===== src/design/cpu80_pkg.sv =====
// Shared types and constants for the 8080 subset execute unit.
// Holds the channel beat structs, opcode codes, register codes and flag bit positions.
// No dependencies.
package cpu80_pkg;

  typedef struct packed {
    logic [7:0] mode;
    logic [7:0] imm_low;
    logic [7:0] imm_high;
  } in_item_t;

  typedef struct packed {
    logic [15:0] next_pc;
    logic        write_strobe;
    logic [15:0] write_address;
    logic [7:0]  write_value;
    logic [7:0]  accumulator_out;
    logic [4:0]  flags_out;
  } out_item_t;

  localparam logic [7:0] OP_STAX_B = 8'h02;
  localparam logic [7:0] OP_STAX_D = 8'h12;
  localparam logic [7:0] OP_CMC    = 8'h3f;

  localparam logic [3:0] LOW_LXI = 4'h1;
  localparam logic [3:0] LOW_INX = 4'h3;

  localparam logic [2:0] LOW3_INR = 3'd4;
  localparam logic [2:0] LOW3_DCR = 3'd5;
  localparam logic [2:0] LOW3_MVI = 3'd6;

  localparam logic [1:0] GROUP_MISC = 2'd0;

  localparam logic [2:0] REG_B = 3'd0;
  localparam logic [2:0] REG_C = 3'd1;
  localparam logic [2:0] REG_D = 3'd2;
  localparam logic [2:0] REG_E = 3'd3;
  localparam logic [2:0] REG_H = 3'd4;
  localparam logic [2:0] REG_L = 3'd5;
  localparam logic [2:0] REG_M = 3'd6;
  localparam logic [2:0] REG_A = 3'd7;

  localparam logic [1:0] PAIR_BC = 2'd0;
  localparam logic [1:0] PAIR_DE = 2'd1;
  localparam logic [1:0] PAIR_HL = 2'd2;
  localparam logic [1:0] PAIR_SP = 2'd3;

  localparam int FLAG_CY = 0;
  localparam int FLAG_AC = 1;
  localparam int FLAG_S  = 2;
  localparam int FLAG_Z  = 3;
  localparam int FLAG_P  = 4;

  localparam logic [1:0] LEN_ONE   = 2'd1;
  localparam logic [1:0] LEN_TWO   = 2'd2;
  localparam logic [1:0] LEN_THREE = 2'd3;

endpackage


===== src/design/cpu80_if.sv =====
// Valid/ready channel interfaces for the 8080 subset execute unit.
// Depends on cpu80_pkg for the beat structs.
interface cpu80_in_if;
  logic                valid;
  logic                ready;
  cpu80_pkg::in_item_t payload;

  modport source (output valid, output payload, input ready);
  modport sink (input valid, input payload, output ready);
endinterface

interface cpu80_out_if;
  logic                 valid;
  logic                 ready;
  cpu80_pkg::out_item_t payload;

  modport source (output valid, output payload, input ready);
  modport sink (input valid, input payload, output ready);
endinterface


===== src/design/cpu8080_subset_execute_unit.sv =====
// Execute unit for a subset of the 8080: one instruction per input beat.
// Depends on cpu80_pkg and the channel interfaces in cpu80_if.sv.
//
// Usage:
//   in_ch carries one instruction per beat: the opcode byte and the two
//   bytes after it. out_ch returns exactly one beat per instruction with
//   the new program counter, an optional accumulator store (address and
//   value, zero when no store) and the accumulator and flags afterwards.
//   A beat is taken at a rising edge with valid and ready both high.
// Pipeline: an instruction passes through the input register, then the
//   result register, whose output is the result beat. Throughput: one
//   instruction per cycle while out_ch does not stall; the register file,
//   stack pointer, program counter and flags update in the cycle the
//   instruction moves from the input register to the result register, so
//   the next instruction sees them at once.
// Stall: when out_ch stalls, the result register holds and the input
//   register holds behind it; in_ch.ready drops only once both are full.
// Reset: rst_n (synchronous, active low) clears all registers, the program
//   counter and the flags, and empties both stages.
module cpu8080_subset_execute_unit (
  input  logic               clk,
  input  logic               rst_n,
  cpu80_in_if.sink           in_ch,
  cpu80_out_if.source        out_ch
);

  logic                 in_valid_r;
  cpu80_pkg::in_item_t  in_r;
  logic                 out_valid_r;
  cpu80_pkg::out_item_t out_r;

  logic [7:0]  b_r, c_r, d_r, e_r, h_r, l_r, a_r;
  logic [7:0]  b_nxt, c_nxt, d_nxt, e_nxt, h_nxt, l_nxt, a_nxt;
  logic [15:0] sp_r, sp_nxt;
  logic [15:0] pc_r, pc_nxt;
  logic [4:0]  flags_r, flags_nxt;

  logic advance;
  logic take_in;

  logic [7:0]  op;
  logic [2:0]  regcode;
  logic [2:0]  low3;
  logic [1:0]  pair;
  logic [7:0]  reg_val;
  logic [7:0]  reg_res;
  logic [15:0] pair_val;
  logic [15:0] pair_res;
  logic [1:0]  len;
  logic        strobe;
  logic        reg_wr;
  logic        pair_wr;
  cpu80_pkg::out_item_t out_nxt;

  assign advance   = !out_valid_r || out_ch.ready;
  assign in_ch.ready = !in_valid_r || advance;
  assign take_in   = in_ch.valid && in_ch.ready;

  assign op      = in_r.mode;
  assign regcode = op[5:3];
  assign low3    = op[2:0];
  assign pair    = op[5:4];

  always_comb begin
    case (regcode)
      cpu80_pkg::REG_B: reg_val = b_r;
      cpu80_pkg::REG_C: reg_val = c_r;
      cpu80_pkg::REG_D: reg_val = d_r;
      cpu80_pkg::REG_E: reg_val = e_r;
      cpu80_pkg::REG_H: reg_val = h_r;
      cpu80_pkg::REG_L: reg_val = l_r;
      cpu80_pkg::REG_A: reg_val = a_r;
      default:          reg_val = 8'h00;
    endcase
  end

  always_comb begin
    case (pair)
      cpu80_pkg::PAIR_BC: pair_val = {b_r, c_r};
      cpu80_pkg::PAIR_DE: pair_val = {d_r, e_r};
      cpu80_pkg::PAIR_HL: pair_val = {h_r, l_r};
      default:            pair_val = sp_r;
    endcase
  end

  always_comb begin
    len       = cpu80_pkg::LEN_ONE;
    strobe    = 1'b0;
    reg_wr    = 1'b0;
    reg_res   = reg_val;
    pair_wr   = 1'b0;
    pair_res  = pair_val;
    flags_nxt = flags_r;
    if (op[7:6] == cpu80_pkg::GROUP_MISC) begin
      if (op[3:0] == cpu80_pkg::LOW_LXI) begin
        pair_wr  = 1'b1;
        pair_res = {in_r.imm_high, in_r.imm_low};
        len      = cpu80_pkg::LEN_THREE;
      end else if (op == cpu80_pkg::OP_STAX_B || op == cpu80_pkg::OP_STAX_D) begin
        strobe = 1'b1;
      end else if (op[3:0] == cpu80_pkg::LOW_INX) begin
        pair_wr  = 1'b1;
        pair_res = pair_val + 16'd1;
      end else if (low3 == cpu80_pkg::LOW3_INR || low3 == cpu80_pkg::LOW3_DCR) begin
        if (regcode != cpu80_pkg::REG_M) begin
          reg_wr = 1'b1;
          if (low3 == cpu80_pkg::LOW3_INR) begin
            reg_res = reg_val + 8'd1;
            flags_nxt[cpu80_pkg::FLAG_AC] = (reg_res[3:0] == 4'h0);
          end else begin
            reg_res = reg_val - 8'd1;
            flags_nxt[cpu80_pkg::FLAG_AC] = (reg_res[3:0] != 4'hf);
          end
          flags_nxt[cpu80_pkg::FLAG_S] = reg_res[7];
          flags_nxt[cpu80_pkg::FLAG_Z] = (reg_res == 8'h00);
          flags_nxt[cpu80_pkg::FLAG_P] = ~^reg_res;
        end
      end else if (low3 == cpu80_pkg::LOW3_MVI) begin
        if (regcode != cpu80_pkg::REG_M) begin
          reg_wr  = 1'b1;
          reg_res = in_r.imm_low;
          len     = cpu80_pkg::LEN_TWO;
        end
      end else if (op == cpu80_pkg::OP_CMC) begin
        flags_nxt[cpu80_pkg::FLAG_CY] = ~flags_r[cpu80_pkg::FLAG_CY];
      end
    end
  end

  always_comb begin
    b_nxt  = b_r;
    c_nxt  = c_r;
    d_nxt  = d_r;
    e_nxt  = e_r;
    h_nxt  = h_r;
    l_nxt  = l_r;
    a_nxt  = a_r;
    sp_nxt = sp_r;
    if (reg_wr) begin
      case (regcode)
        cpu80_pkg::REG_B: b_nxt = reg_res;
        cpu80_pkg::REG_C: c_nxt = reg_res;
        cpu80_pkg::REG_D: d_nxt = reg_res;
        cpu80_pkg::REG_E: e_nxt = reg_res;
        cpu80_pkg::REG_H: h_nxt = reg_res;
        cpu80_pkg::REG_L: l_nxt = reg_res;
        cpu80_pkg::REG_A: a_nxt = reg_res;
        default: ;
      endcase
    end
    if (pair_wr) begin
      case (pair)
        cpu80_pkg::PAIR_BC: {b_nxt, c_nxt} = pair_res;
        cpu80_pkg::PAIR_DE: {d_nxt, e_nxt} = pair_res;
        cpu80_pkg::PAIR_HL: {h_nxt, l_nxt} = pair_res;
        default:            sp_nxt = pair_res;
      endcase
    end
  end

  assign pc_nxt = pc_r + {14'd0, len};

  always_comb begin
    out_nxt.next_pc         = pc_nxt;
    out_nxt.write_strobe    = strobe;
    out_nxt.write_address   = strobe ? pair_val : 16'h0000;
    out_nxt.write_value     = strobe ? a_r : 8'h00;
    out_nxt.accumulator_out = a_nxt;
    out_nxt.flags_out       = flags_nxt;
  end

  always_ff @(posedge clk) begin
    if (!rst_n) begin
      in_valid_r  <= 1'b0;
      out_valid_r <= 1'b0;
      b_r     <= 8'h00;
      c_r     <= 8'h00;
      d_r     <= 8'h00;
      e_r     <= 8'h00;
      h_r     <= 8'h00;
      l_r     <= 8'h00;
      a_r     <= 8'h00;
      sp_r    <= 16'h0000;
      pc_r    <= 16'h0000;
      flags_r <= 5'h00;
    end else begin
      if (take_in) begin
        in_valid_r <= 1'b1;
      end else if (advance) begin
        in_valid_r <= 1'b0;
      end
      if (advance) begin
        out_valid_r <= in_valid_r;
      end
      if (advance && in_valid_r) begin
        b_r     <= b_nxt;
        c_r     <= c_nxt;
        d_r     <= d_nxt;
        e_r     <= e_nxt;
        h_r     <= h_nxt;
        l_r     <= l_nxt;
        a_r     <= a_nxt;
        sp_r    <= sp_nxt;
        pc_r    <= pc_nxt;
        flags_r <= flags_nxt;
      end
    end
  end

  always_ff @(posedge clk) begin
    if (take_in) begin
      in_r <= in_ch.payload;
    end
    if (advance && in_valid_r) begin
      out_r <= out_nxt;
    end
  end

  assign out_ch.valid   = out_valid_r;
  assign out_ch.payload = out_r;

  a_no_store_zero: assert property (@(posedge clk) disable iff (!rst_n)
    (out_valid_r && !out_r.write_strobe) |->
      (out_r.write_address == 16'h0000 && out_r.write_value == 8'h00))
    else $error("store fields nonzero without a store");

  a_store_keeps_acc: assert property (@(posedge clk) disable iff (!rst_n)
    (out_valid_r && out_r.write_strobe) |-> (out_r.write_value == out_r.accumulator_out))
    else $error("store changed the accumulator");

  a_pc_step: assert property (@(posedge clk) disable iff (!rst_n)
    (advance && in_valid_r) |=>
      ((16'(pc_r - $past(pc_r)) == 16'd1) || (16'(pc_r - $past(pc_r)) == 16'd2) ||
       (16'(pc_r - $past(pc_r)) == 16'd3)))
    else $error("program counter step out of range");

  a_state_holds: assert property (@(posedge clk) disable iff (!rst_n)
    !(advance && in_valid_r) |=> ($stable(pc_r) && $stable(a_r) && $stable(flags_r)))
    else $error("state changed without a retiring instruction");

  a_out_matches_state: assert property (@(posedge clk) disable iff (!rst_n)
    (advance && in_valid_r) |=>
      (out_r.next_pc == pc_r && out_r.accumulator_out == a_r && out_r.flags_out == flags_r))
    else $error("result beat disagrees with architectural state");

  a_reset_empty: assert property (@(posedge clk)
    !rst_n |=> (!in_valid_r && !out_valid_r))
    else $error("stages not empty after reset");

endmodule

===== src/flat_wrapper.sv =====
// flat-port wrapper written by rule: the top's interface ports become plain ports
module cpu8080_subset_execute_unit_flat 
  (clk, rst_n, in_ch_valid, in_ch_payload, in_ch_ready, out_ch_valid, out_ch_payload, out_ch_ready);
  cpu80_in_if in_ch_i ();
  cpu80_out_if out_ch_i ();
  input  logic clk;
  input  logic rst_n;
  input wire logic [$bits(in_ch_i.valid)-1:0] in_ch_valid;
  input wire logic [$bits(in_ch_i.payload)-1:0] in_ch_payload;
  output wire logic [$bits(in_ch_i.ready)-1:0] in_ch_ready;
  output wire logic [$bits(out_ch_i.valid)-1:0] out_ch_valid;
  output wire logic [$bits(out_ch_i.payload)-1:0] out_ch_payload;
  input wire logic [$bits(out_ch_i.ready)-1:0] out_ch_ready;
  assign in_ch_i.valid = in_ch_valid;
  assign in_ch_i.payload = in_ch_payload;
  assign in_ch_ready = in_ch_i.ready;
  assign out_ch_valid = out_ch_i.valid;
  assign out_ch_payload = out_ch_i.payload;
  assign out_ch_i.ready = out_ch_ready;
  cpu8080_subset_execute_unit u_core (.clk(clk), .rst_n(rst_n), .in_ch(in_ch_i), .out_ch(out_ch_i));
endmodule

===== config.mk =====
export PLATFORM = sky130hd
export DESIGN_NAME = cpu8080_subset_execute_unit_flat
export DESIGN_NICKNAME = d
export VERILOG_FILES = /design/src/design/cpu80_pkg.sv /design/src/design/cpu80_if.sv /design/src/design/cpu8080_subset_execute_unit.sv /design/src/flat_wrapper.sv
export SDC_FILE = /design/constraint.sdc
export NUM_CORES = 1
export LEC_CHECK = 0
export ABC_AREA = 1
export BUFFER_PORTS_ARGS = -buffer_cell sky130_fd_sc_hd__buf_2
export CORE_MARGIN = 10
export CORE_UTILIZATION = 45
export DETAILED_ROUTE_END_ITERATION = 7
export SLEW_MARGIN = 15
export SYNTH_ARGS = -nofsm -noshare
export SYNTH_HDL_FRONTEND = slang
export SYNTH_SLANG_ARGS = --single-unit

===== constraint.sdc =====
create_clock -name clk -period 5.3 [get_ports clk]
set_input_delay 0.265 -clock clk [delete_from_list [all_inputs] [get_ports clk]]
set_output_delay 0.265 -clock clk [all_outputs]
set_load 0.05 [all_outputs]

## Word-level counts from Yosys, hierarchy flattened

Index checks and enable logic that the tools add are counted.
W data, S select, Z words.

| operators by class | value |
|---|---|
| add/sub/neg operators | 4 |
| reduce and logical (&&, ||, !) cells | 17 |
| divide/modulo/power cells | 0 |
| magnitude comparators | 0 |
| muxes and demuxes | 80 |
| bitwise gates (word level) | 2 |
| multipliers | 0 |
| shift-type cells | 0 |
| equal/unequal tests | 18 |

Operators with widths:

| operator | number |
|---|---|
| $mux W8 | 41 |
| $mux W16 | 4 |
| $pmux W8 S7 | 1 |
| $pmux W16 S3 | 1 |
| $mux W1 | 20 |
| $mux W5 | 4 |
| $eq A3 B3 Y1 const B | 6 |
| $add A16 B1 Y16 const B | 1 |
| $add A16 B2 Y16 | 1 |
| $mux W2 | 7 |
| $add A8 B1 Y8 const B | 1 |
| $eq A8 B2 Y1 const B | 1 |
| $eq A8 B5 Y1 const B | 1 |
| $eq A8 B6 Y1 const B | 1 |
| $logic_not A8 Y1 | 1 |
| $mux W4 | 2 |
| $reduce_xnor A8 Y1 | 1 |
| $sub A8 B1 Y8 const B | 1 |
| $eq A3 B2 Y1 const B | 2 |
| $eq A4 B1 Y1 const B | 1 |
| $eq A4 B2 Y1 const B | 1 |
| $logic_not A2 Y1 | 2 |
| $logic_not A4 Y1 | 1 |
| $logic_or A1 B1 Y1 | 4 |
| 12 further kinds | 15 |

| word-level totals | value |
|---|---|
| bits in latches | 0 |
| bits in writable memories | 0 |
| word-level logic and storage cells | 142 |
| memory bits (read-only) | 0 |
| input port bits | 28 |
| output and inout bits | 56 |
| register bits after elaboration | 173 |
| memories kept | 0 |

## Depth between registers and ports, before layout

Gate-level depths: netlist of the first run.

| depth | value |
|---|---|
| word-level depth | 20 |
| gate-level depth with buffers | 23 |
| mapped depth without buffers | 22 |

## Least setup slack after synthesis of the first run

Ideal clock, no wire load.

| timing | value |
|---|---|
| path type | reg-to-reg |
| start | register u_core.in_r (netlist bit u_core.op[3]) |
| end | register u_core.pc_r[15] |
| setup slack | 1.879 ns |
| required time | 5.176 ns |
| data arrival time | 3.296 ns |
| period minus slack after synthesis | 3.421 ns |
| library setup time | 0.124 ns |
| path buffers | 3 |
| stages on the path, launching flop included | 21 |
| path through | edfxtp_1 > buf_4 > buf_4 > nor2_1 > nor2_1 > buf_2 > o21ai_0 > inv_1 > ha_1 > nand3_1 > nand2_1 > nand3_1 > nor3_1 > nand3_1 > nor3_1 > nand3_1 > nor3_1 > xnor2_1 > nand2_1 > o211ai_1 > inv_1 |

| between the ends | value |
|---|---|
| cells in the longest elaborated chain, start to end | 9 |
| elaborated cells between the ends (all ways) | 14 |
| classes of those cells | add/sub: 1; eq/ne: 5; mux: 7; reduce/logical: 1 |

Ends and longest elaborated chain:

| item | line | RTL |
|---|---|---|
| start: declaration | cpu8080_subset_execute_unit.sv:28 | `cpu80_pkg::in_item_t in_r;` |
| start signal: assignment | cpu8080_subset_execute_unit.sv:212 | `in_r <= in_ch.payload;` |
| $ne A3 B3 Y1 | cpu8080_subset_execute_unit.sv:119 | `if (regcode != cpu80_pkg::REG_M) begin` |
| $mux W2 | cpu8080_subset_execute_unit.sv:119 |  |
| $mux W2 | cpu8080_subset_execute_unit.sv:118 | `end else if (low3 == cpu80_pkg::LOW3_MVI) begin` |
| $mux W2 | cpu8080_subset_execute_unit.sv:104 | `end else if (low3 == cpu80_pkg::LOW3_INR \|\| low3 == cpu80_pkg::LOW3_DCR) begin` |
| $mux W2 | cpu8080_subset_execute_unit.sv:101 | `end else if (op[3:0] == cpu80_pkg::LOW_INX) begin` |
| $mux W2 | cpu8080_subset_execute_unit.sv:99 | `end else if (op == cpu80_pkg::OP_STAX_B \|\| op == cpu80_pkg::OP_STAX_D) begin` |
| $mux W2 * | cpu8080_subset_execute_unit.sv:95 | `if (op[3:0] == cpu80_pkg::LOW_LXI) begin` |
| $mux W2 * | cpu8080_subset_execute_unit.sv:94 | `if (op[7:6] == cpu80_pkg::GROUP_MISC) begin` |
| $add A16 B2 Y16 * | cpu8080_subset_execute_unit.sv:161 | `assign pc_nxt = pc_r + {14'd0, len};` |
| end signal: assignment | cpu8080_subset_execute_unit.sv:204 | `pc_r <= pc_nxt;` |
| end: declaration | cpu8080_subset_execute_unit.sv:35 | `logic [15:0] pc_r, pc_nxt;` |

Every way passes the cells marked *; elsewhere a longest branch is shown, timed or not.
A chain may end at the register's enable or synchronous reset.

==> results.toml, run 1 <==
[critical_path]
crit_cells = 17
arrival_ns = 4.48
reg2reg_depth = 17
crit_type = "flop to flop"
startpoint_type = "flop"
max_stage_delay_ns = 0.53
cp_slowest_cell = "fa_1"
cp.required_ns = 5.63
crit_path_cell_trace = "buf_4 > inv_1 > nand2_2 > nor2_1 > inv_1 > nor2_2 > o21ai_0 > fa_1 > nor3_1 > nand3_1 > nor3_1 > nand2_1 > nor2_1 > nand3_1 > xor2_1 > o21ai_0 > inv_1"
endpoint_kind = "flop"
cp_num_buf_inv = 4
cp_common_cell = "inv_1"
path_delay_family = "simple AND/OR/NAND/NOR gates"
cp_max_fo = 22

[route]
drtIter0Drc = 854
vias = 9679
wl_per_cell_um = 18.9
drt_first_pass_iters = 5
totalWireLength_um = 33000
drtAntennaViolNets = 0
routed_via_density = 5.53
drc_errors = 0

[clock_network]
clk_latency_ns = 0.43
clock_sinks = 173
postCtsSetupRepairBufs = 0
cts_tree = "built"
cts_resized = 0
holdBufCountCts = 12
cts_buffer_depth = 2
cts_root_buffer = "clkbuf_16"
cts.htree.levels = 4
cts_buffers = 17
clk_pin_slew_ns = 0.07

[placement]
place_ws_ns = 1.24
portBuffers = 83
gp_congestion = 0.996
dp_hpwl_um = 24300

[yosys]
netlist_area_mm2 = 0.0101
postSynthCellCount = 1397
ys_warn_count = 0
synth-async-reset-ratio_pct = 0
synth_edf_count = 78
synth_ff_type = "dfxtp_1"
synth_fa_ha_area_share_pct = 1.44
avgSynthCellArea_um2 = 7.20
post-synth-top-area-cell = "edfxtp_1"
synth_cell_types = 48
seq_area_frac_synth_pct = 42.2
ys_top_cells_by_area = "edfxtp_1 23%, dfxtp_1 19%, nand2_1 13%"
ys_top_cells_by_count = "354 x nand2_1, 152 x nand3_1, 146 x a21oi_1"
synth_mux_area_share_pct = 0
yosysTopAreaCellShare_pct = 23.3
ys_ff_latch = 173
synth_top_family_by_area = "simple AND/OR/NAND/NOR gates"
synth_compound_area_share_pct = 15.0
yosysMostFrequentCell = "nand2_1"
synth-simple-area-share_pct = 30.3
syn_nets = 1436
synth_xor_area_share_pct = 2.00

[die]
fp-row-count = 54
core_area_mm2 = 0.0219
dieArea_mm2 = 0.0287
start_util_pct = 46.0
die_w_um = 170
die_y_um = 170
io_pins = 84

[job]
maxCapViolCount = 0

[sta]
tightest_slew_ns = 1.14
rsz0062_at_grt = "no"
whs_ns = 0.0104
skew_ns = 0.00977
slew_violations = 0
fmax_mhz = 241
fin_crit_sh_pct = 78.2
layout_setup_ws_ns = 1.16
fin_crit_ns = 4.14
setup_tns_ns = 0
hold_viol = 0
setup_viol = 0
slew_headroom_pct = 23.5

[hold_path]
hold_path_depth = 1
min_path_type = "input pin to flop"

[grt]
grt_max_degree = 58
grt_usage_pct = 22.8
antenna_found_initial = 0
grt_overflow = 0
grt_pass1_vias = 9047
grt_pass1_wl_um = 51600

[final_layout]
syn_to_final_growth_pct = 12.5
drive_gt1_share_pct = 12.7
fillers = 2201
diodes = 0
nets = 1497

[power]
finalPower_mw = 3.21
peakVddDrop_mv = 0.157
total_leakage_power_nw = 4.81
power_density_mw_per_mm2 = 283

[outcome]
status = "completed"
==> stage by stage <==
stage	util, %	cells	area (um^2)
after floorplan	-	1397	10100
after global placement	48.5	1707	10600
after detailed placement	48.5	1707	10600
after CTS	51.7	1751	11300
after global routing	51.7	1751	11300
final	51.7	1751	11300
==> report_power, final <==
part	leakage (nW)	internal, mW	switching (mW)
sequential	1.51	1.45	0.0272
combinational	3.02	0.114	0.340
clock	0.279	0.704	0.573
==> per-layer routing <==
layer  part of all wire [%]  global-route usage (%)
met1                     42                    28.9
met2                     46                    36.1
met3                    7.6                    5.40
met4                    4.5                    10.5
met5                      0                       0
==> layout by cell type, fill, tap and decap left out, drive strengths merged <==
cell         count
o21a             4
edfxtp          78
o21ai          101
nor2           114
xnor2            4
clkinv           7
nor3            12
a21boi           1
inv            157
clkinvlp         3
and3             1
or2             13
nor4             2
buf             96
nand4           25
a31oi            4
a21o             1
a21oi          146
ha              10
nand3          153
dfxtp           95
o22ai            2
xor2            19
nand3b           1
clkbuf          18
dlygate4sd3     12
o21bai           2
nand2          364
a211oi           1
bufinv           2
fa               1
and2             1
o211ai          21
==> cells by family after synthesis <==
| group | Yosys count |
|---|---|
| buffers and inverters | 221 |
| AND/OR/NAND/NOR | 686 |
| adder cells (fa/ha/maj) | 11 |
| AO/OA/AOI/OAI | 283 |
| flip-flops | 173 |
| XOR/XNOR | 23 |
==> sequential cells by signal, summed over array words and instances (netlist names) <==
signal / flops
u_core.out_ch.payload: 54
u_core.in_r: 16
u_core.pc_r: 16
u_core.sp_r: 16
u_core.a_r: 8
u_core.b_r: 8
u_core.c_r: 8
u_core.d_r: 8
u_core.e_r: 8
u_core.h_r: 8
u_core.l_r: 8
u_core.op: 8
u_core.flags_r: 5
u_core.in_valid_r: 1
u_core.out_ch.valid: 1
==> layout make-up <==
type	instances	area, um^2	share of cell area, %
flip-flops and latches	173	4240	37.5
well taps	280	350	3.09
multi-input cells	1003	4920	43.5
clock buffers	18	429	3.79
inverters	155	583	5.15
repair buffers	108	633	5.59
clock inverters	14	158	1.39
==> worst paths after layout <==
| path | start | to | slack [ns] |
|---|---|---|---|
| max reg2reg | u_core.op[3] | u_core.pc_r[14] | 1.16 |
| max | u_core.op[3] | u_core.pc_r[14] | 1.16 |
| min | in_ch_payload[14] | u_core.in_r[14] | 0.01 |
| min reg2reg | u_core.d_r[0] | u_core.d_r[0] | 0.48 |
Power figures use the tool's default switching activity.
==> run 2: changes to the inputs <==
--- a/config.mk
+++ b/config.mk
@@ -10,6 +10,7 @@
 export CORE_MARGIN = 10
 export CORE_UTILIZATION = 45
 export DETAILED_ROUTE_END_ITERATION = 7
+export PLACE_DENSITY = 0.65
 export SLEW_MARGIN = 15
 export SYNTH_ARGS = -nofsm -noshare
 export SYNTH_HDL_FRONTEND = slang
==> constraint.sdc (replaced) <==
create_clock -name clk -period 3.6 [get_ports clk]
set_input_delay 0.18 -clock clk [delete_from_list [all_inputs] [get_ports clk]]
set_output_delay 0.18 -clock clk [all_outputs]
set_load 0.05 [all_outputs]
==> run 2 against run 1 <==
- critical path depth rose by 5
- highest routed layer unchanged
- cell area rose by 4.6%
- first-iteration DRC count increased by 20%
- power rose by 49%
- worst setup slack worse by 0.99 ns
- fmax is 21% higher
- non-clock buffer count increased by 52
- register-to-register slack worse by 0.99 ns
- critical path type unchanged
- via count is 3.8% higher
- clock power grew 48%
==> results.toml, run 2 (synthesis gave the netlist of run 1 again) <==
[outcome]
status = "completed"

[placement]
dp_hpwl_um = 25400
portBuffers = 83
gp_congestion = 0.999
placed_area_mm2 = 0.0109
dp.cells = 1740

[final_layout]
largest_reg_flops = 54
design_area_mm2 = 0.0118
final_common_cell = "nand2_1"
nets = 1549
drive_gt1_share_pct = 15.8
fin_cells = 1803
diodes = 0
syn_to_final_growth_pct = 17.8
final_cell_mix = "352 x nand2_1, 151 x nand3_1, 146 x a21oi_1"
fillers = 2216

[power]
total_leakage_power_nw = 5.10
power_density_mw_per_mm2 = 404
peakVddDrop_mv = 0.240

[critical_path]
max_stage_delay_ns = 0.51
cp_common_cell = "nand2_1"
cp_slowest_cell = "edfxtp_1"
cp.required_ns = 3.93
startpoint_type = "flop"
endpoint_kind = "flop"
arrival_ns = 3.76
crit_path_cell_trace = "inv_1 > buf_6 > nand3_1 > nand2_1 > nand2_4 > inv_1 > ha_1 > nand2_1 > nor2_1 > nand2_1 > nand2_1 > nand2_1 > nand2_1 > inv_1 > ha_1 > xnor2_2 > xnor2_1 > xor2_1 > xor2_1 > o21ai_0 > o21ai_0 > inv_1"
cp_max_fo = 10
crit_type = "flop to flop"

[sta]
fin_crit_sh_pct = 95.4
fin_crit_ns = 3.43
fmax_mhz = 291
hold_viol = 0
setup_viol = 0
rsz0062_at_grt = "yes"
tightest_slew_ns = 1.17
slew_violations = 0
slew_headroom_pct = 22.1
skew_ns = 0.0133

[route]
vias = 10000
drtIter0Drc = 1029
drtAntennaViolNets = 0
wl_per_cell_um = 19.1
drc_errors = 0
routed_via_density = 5.57
drt_first_pass_iters = 5
totalWireLength_um = 34400

[die]
dieArea_mm2 = 0.0287
fp-row-count = 54
die_w_um = 170
start_util_pct = 46.0
io_pins = 84
core_area_mm2 = 0.0219
die_y_um = 170

[hold_path]
min_path_type = "input pin to flop"

[grt]
grt_pass1_wl_um = 52600
antenna_found_initial = 0
grt_pass1_vias = 9227
grt_usage_pct = 23.3
grt_overflow = 0
grt_max_degree = 71

[clock_network]
cts_root_buffer = "clkbuf_16"
cts_tree = "built"
clock_sinks = 173
cts_buffers = 17
clk_pin_slew_ns = 0.07
clk_latency_ns = 0.44
cts_buffer_depth = 2
cts.htree.levels = 4

[job]
maxCapViolCount = 0
==> run 2: worst paths after layout <==
path	from	to	slack (ns)	depth (start not counted)
worst min-delay path	in_ch_valid	u_core.in_valid_r	0.05	3
worst max register to register	u_core.op[3]	u_core.flags_r[4]	0.17	22
worst max-delay path	u_core.op[3]	u_core.flags_r[4]	0.17	22
worst min register to register	u_core.e_r[6]	u_core.e_r[6]	0.49	2
==> run 2: routing by layer <==
metal	global-route usage [%]	wire length, um	vias up
li1	-	-	4861
met1	29.2	14300	4691
met2	38.2	16200	413
met3	4.35	2470	84
met4	10.2	1360	0
met5	0	0	-
==> run 2: cell type report <==
class | instances | area, um^2 | area share, %
Multi-Input combinational cell | 1003 | 4980 | 42.1
Sequential cell | 173 | 4240 | 35.8
Timing Repair Buffer | 160 | 1090 | 9.20
Inverter | 155 | 586 | 4.94
Clock buffer | 17 | 425 | 3.59
Tap cell | 280 | 350 | 2.96
Clock inverter | 15 | 170 | 1.44
==> run 2: what timing repair did <==
action | CTS | global route
setup buffers | 0 | 7
endpoints found under the hold margin | 24 | 0
setup endpoints to repair | 0 | 12
hold buffers | 24 | 0
resized for setup | 0 | 20
==> run 2: critical path, delay by kind of cell, from the launching register on <==
kind | cells | cell delay (ns)
buffers and inverters | 5 | 0.60
and+or+nand+nor | 9 | 0.80
DFF | 1 | 0.51
AOI/OAI and AO/OA | 2 | 0.27
xor gates and xnor gates | 4 | 0.66
adders and majority gates | 2 | 0.47
==> run 2: power by group <==
part           internal (mW)  switching, mW  leakage, nW
clock network          0.991          0.896        0.292
registers               2.13         0.0402         1.51
logic                  0.209          0.520         3.30
total                   3.33           1.46         5.10
==> run 2: per-stage QoR <==
| step | setup TNS [ns] | util [%] | setup WS (ns) | total power [mW] | hold slack [ns] |
|---|---|---|---|---|---|
| after global placement | 0 | 49.7 | 0.107 | 2.89 | 0.356 |
| after CTS | 0 | 53.6 | 0.0485 | 4.79 | 0.0423 |
| after floorplan | 0 | - | 0.179 | 2.69 | 0.279 |
| final | 0 | 54.1 | 0.167 | 4.79 | 0.0498 |
| after detailed placement | 0 | 49.7 | 0.0522 | 2.90 | 0.358 |
| after global routing | -0.0524 | 54.1 | -0.0524 | 4.96 | 0.0604 |
